**config.mk**
```make
export PLATFORM = sky130hd
export DESIGN_NAME = bif_front
export DESIGN_NICKNAME = d
export VERILOG_FILES = /design/src/hw/rtl/bif_pkg.sv /design/src/hw/rtl/bif_front.sv
export SDC_FILE = /design/constraint.sdc
export NUM_CORES = 1
export LEC_CHECK = 0
export BUFFER_PORTS_ARGS = -buffer_cell sky130_fd_sc_hd__buf_4
export CAP_MARGIN = 25
export CORE_MARGIN = 8
export CORE_UTILIZATION = 42
export DETAILED_ROUTE_END_ITERATION = 12
export GPL_TIMING_DRIVEN = 1
export PLACE_DENSITY = 0.76
export SLEW_MARGIN = 10
export SYNTH_ARGS = -nofsm -noshare
export SYNTH_HDL_FRONTEND = slang
export SYNTH_SLANG_ARGS = --single-unit
```
**constraint.sdc**
```tcl
create_clock -name clk -period 3.54 [get_ports clk]
set_input_delay 0.708 -clock clk [delete_from_list [all_inputs] [get_ports clk]]
set_output_delay 0.708 -clock clk [all_outputs]
set_load 0.005 [all_outputs]
```
**src/hw/rtl/bif_pkg.sv**
```systemverilog
package bif_pkg;

    localparam int RADIUS      = 2;
    localparam int MAX_WIDTH   = 1024;
    localparam int MAX_HEIGHT  = 4096;
    localparam int WEIGHT_BITS = 16;

    localparam int SIDE        = 2 * RADIUS + 1;
    localparam int TAPS        = SIDE * SIDE;
    localparam int RING        = 2 * RADIUS * MAX_WIDTH + 2 * RADIUS + 1;
    localparam int RANGE_DEPTH = 256;

    localparam int ADDR_W   = $clog2(RING);
    localparam int WIDTH_W  = $clog2(MAX_WIDTH + 1);
    localparam int HEIGHT_W = $clog2(MAX_HEIGHT + 1);
    localparam int COUNT_W  = $clog2(MAX_WIDTH * MAX_HEIGHT + 1);
    localparam int SIDE_W   = $clog2(SIDE);
    localparam int TAP_W    = $clog2(TAPS);
    localparam int PROD_W   = 2 * WEIGHT_BITS;
    localparam int DEN_W    = PROD_W + $clog2(TAPS + 1);
    localparam int NUM_W    = DEN_W + 8;

    localparam logic [1:0] CMD_PIXEL   = 2'd0;
    localparam logic [1:0] CMD_RANGE   = 2'd1;
    localparam logic [1:0] CMD_SPATIAL = 2'd2;
    localparam logic [1:0] CMD_DRAIN   = 2'd3;

    localparam logic CFG_WIDTH  = 1'b0;
    localparam logic CFG_HEIGHT = 1'b1;

    typedef struct packed {
        logic [1:0]  cmd;
        logic [7:0]  table_index;
        logic [15:0] weight_value;
        logic [7:0]  pixel;
    } item_t;

    typedef struct packed {
        logic  valid;
        item_t item;
    } queue_out_t;

endpackage

```
**src/hw/rtl/bif_front.sv**
```systemverilog
module bif_front (
    input  logic                   clk,
    input  logic                   rst_n,
    input  logic                   in_valid,
    output logic                   in_stall,
    input  logic [1:0]             cmd,
    input  logic [7:0]             table_index,
    input  logic [15:0]            weight_value,
    input  logic [7:0]             pixel,
    output bif_pkg::queue_out_t    q,
    input  logic                   q_take
);

    bif_pkg::item_t slot_reg [2];
    logic           wr_ptr_reg, wr_ptr_next;
    logic           rd_ptr_reg, rd_ptr_next;
    logic [1:0]     count_reg, count_next;
    logic           push, pop;
    bif_pkg::item_t in_item;

    assign in_stall = (count_reg == 2'd2);
    assign push     = in_valid && !in_stall;
    assign pop      = q_take && (count_reg != 2'd0);

    always_comb
    begin
        in_item.cmd          = cmd;
        in_item.table_index  = table_index;
        in_item.weight_value = weight_value;
        in_item.pixel        = pixel;
        wr_ptr_next = push ? !wr_ptr_reg : wr_ptr_reg;
        rd_ptr_next = pop ? !rd_ptr_reg : rd_ptr_reg;
        count_next  = count_reg + {1'b0, push} - {1'b0, pop};
    end

    always_ff @(posedge clk or negedge rst_n)
    begin
        if (!rst_n)
        begin
            wr_ptr_reg <= 1'b0;
            rd_ptr_reg <= 1'b0;
            count_reg  <= 2'd0;
        end
        else
        begin
            wr_ptr_reg <= wr_ptr_next;
            rd_ptr_reg <= rd_ptr_next;
            count_reg  <= count_next;
        end
    end

    always_ff @(posedge clk)
    begin
        if (push)
        begin
            slot_reg[wr_ptr_reg] <= in_item;
        end
    end

    assign q.valid = (count_reg != 2'd0);
    assign q.item  = slot_reg[rd_ptr_reg];

endmodule

```
==> out/qor.yml <==
outcome: "finished clean"
drt-pass1-iter-count: 4
viasPerCell: 4.585
synth_fa_ha_area_share_pct: 0.8997
grt_overflow_total: 0
min_period_over_period_pct: 75.42
synth_top_family_by_area: "multiplexers"
rsz0062_at_grt: "false"
gp_congestion: 0.6374
peakVddDrop_mv: 0.5105
max_freq_mhz: 374.5
syn-num-nets: 164
cts_tree: "built"
hold_buffers: 0
ant_nets: 0
die_x_um: 97.38
yosysSeqAreaShare_pct: 77.01
synth.avg_cell_area_sq_um: 22.43
crit_path_end_kind: "output port"
clkSlewWorstSetupHoldPaths_ps: 70
start_kind: "flip-flop"
layout.cells.non_filler: 287
synth-seq-cells: 72
relSlewSlack_pct: 34.36
hold_path_class: "input pin to asynchronous set/reset pin"
synth-xor-area-share_pct: 1.260
worst_pin_slew_ps: 982.3
hold_viol: 0
yosysUniqueCellTypes: 15
ioPinCount: 74
h-tree-depth: 3
vias: 1316
setup_violations: 0
yosys_warnings: 0
start_util_pct: 43.55
die-area_sq_um: 9483
coreArea_sq_um: 6386
cp.required_ps: 2830
clockBufferDepth: 2
grt.total_usage_pct: 9.926
syn_area_sq_um: 2781
numCtsBuffers: 9
path_max_fanout: 21
antenna_found_initial: 0
period_needed_ps: 2670
report.final.slew_viol_count: 0
clk_latency_ps: 320
syn_inst: 124
syn2layout_area_growth_pct: 28.88
diodes: 0
drt-initial-drc-count: 82
die_h_um: 97.38
grt_max_degree: 35
cts_resized: 0
final_layout_size_suffix_gt1_share_pct: 59.52
dp_hpwl_um: 3405
synth_mux_area_share_pct: 17.68
portBuffers: 73
drc: 0
post_cts_buffers: 0
yosys.area_share.simple_pct: 1.260
grt_pass1_vias: 1516
skew_ps: 7.355
drv_cap: 0
synth_compound_area_share_pct: 0
wl_per_cell_um: 16.72
critPathArrivalTime_ps: 1960
n_fill_cell: 501
crit_type: "flip-flop to output port"
routed_wirelength_um: 4799
cellLeakagePower_nw: 1.441
grt_pass1_wl_um: 7369
fin_setup_tns_ps: 0
dp.cells: 271
cts_num_sinks: 72
largest_reg_flops: 68
root_buffer: "clkbuf_8"
reg2reg_depth: 3
rows: 29
cellPowerDensity_nw_per_um2: 778.2
nNetsFinal: 245
==> path summary, 6_finish.rpt <==
check,startpoint,slack (ps),endpoint
worst max-delay path,rd_ptr_reg,870,q[26]
worst min-delay path,rst_n,170,rd_ptr_reg
worst max register to register,count_reg[1],1710,slot_reg[0][21]
worst min register to register,count_reg[0],530,count_reg[0]
max in group asynchronous,rst_n,3250,rd_ptr_reg
min in group clk,count_reg[0],530,count_reg[0]
==> cell usage in the layout, fill, tap and decap left out, drive strengths merged <==
cell      synthesis  layout
buf               4      74
nand2b            1       1
bufinv            0       1
nand2             1       1
and3              1       1
xnor2             3       3
or2               1       1
edfxtp           68      68
mux2             34      34
inv               2       2
clkinvlp          0       1
nor2              1       1
and2              1       1
ha                2       2
clkbuf            0       9
xor2              1       1
clkinv            0       5
dfrtp             4       4
==> cells in the mapped netlist, drive strengths merged <==
cell type	number	area share [%]
xnor2	3	0.94
and2	1	0.31
nor2	1	0.13
nand2b	1	0.23
nand2	1	0.13
inv	2	0.27
or2	1	0.23
ha	2	0.90
xor2	1	0.31
buf	4	1.6
edfxtp	68	73
mux2	34	18
and3	1	0.23
dfrtp	4	3.6
==> report_power, final <==
| group | switching [mW] | internal [mW] | leakage (nW) |
|---|---|---|---|
| Clock | 0.272 | 0.318 | 0.0917 |
| Sequential | 0.112 | 1.17 | 0.677 |
| Combinational | 0.347 | 0.568 | 0.672 |
==> worst max-delay path, stage by stage (launching register included) <==
cell,delay [ps]
dfrtp_2,740
buf_4,400
mux2_4,340
buf_4,140
==> through the flow <==
step	total power [mW]	utilization, %	hold WS (ps)	setup slack, ps	cell area, sq um
2_1_floorplan	1.850	-	412.4	876.2	2781
3_3_place_gp	2.230	53.21	498.5	1178	3398
3_5_place_dp	2.247	53.21	510.5	1168	3398
4_1_cts	2.839	56.13	154.3	807.9	3585
5_1_grt	2.936	56.13	150.8	781.3	3585
6_report	2.790	56.13	173.0	870.0	3585
==> layer usage <==
layer / track usage (%) / part of all wire (%)
met2: 16.24 / 50
met1: 10.31 / 40
met5: 0 / 0
met3: 5.192 / 9.9
met4: 4.545 / 0.40
==> cell type report <==
cell class	count	area, sq um	area share (%)
sequential	72	2143	59.79
tap	77	96.34	2.688
clock inverter	7	62.56	1.745
clock buffer	9	123.9	3.456
multi-input combinational	46	595.6	16.61
inverter	2	7.507	0.2094
timing repair buffer	74	555.5	15.50
==> cells by family (layout without fill, tap and decap cells) <==
| group | count (synthesis) | after routing |
|---|---|---|
| xor+xnor | 4 | 4 |
| simple gates | 6 | 6 |
| flops | 72 | 72 |
| mux | 34 | 34 |
| buf+inv | 6 | 92 |
| fa+ha+maj | 2 | 2 |
(Power assumes the default switching activity.)
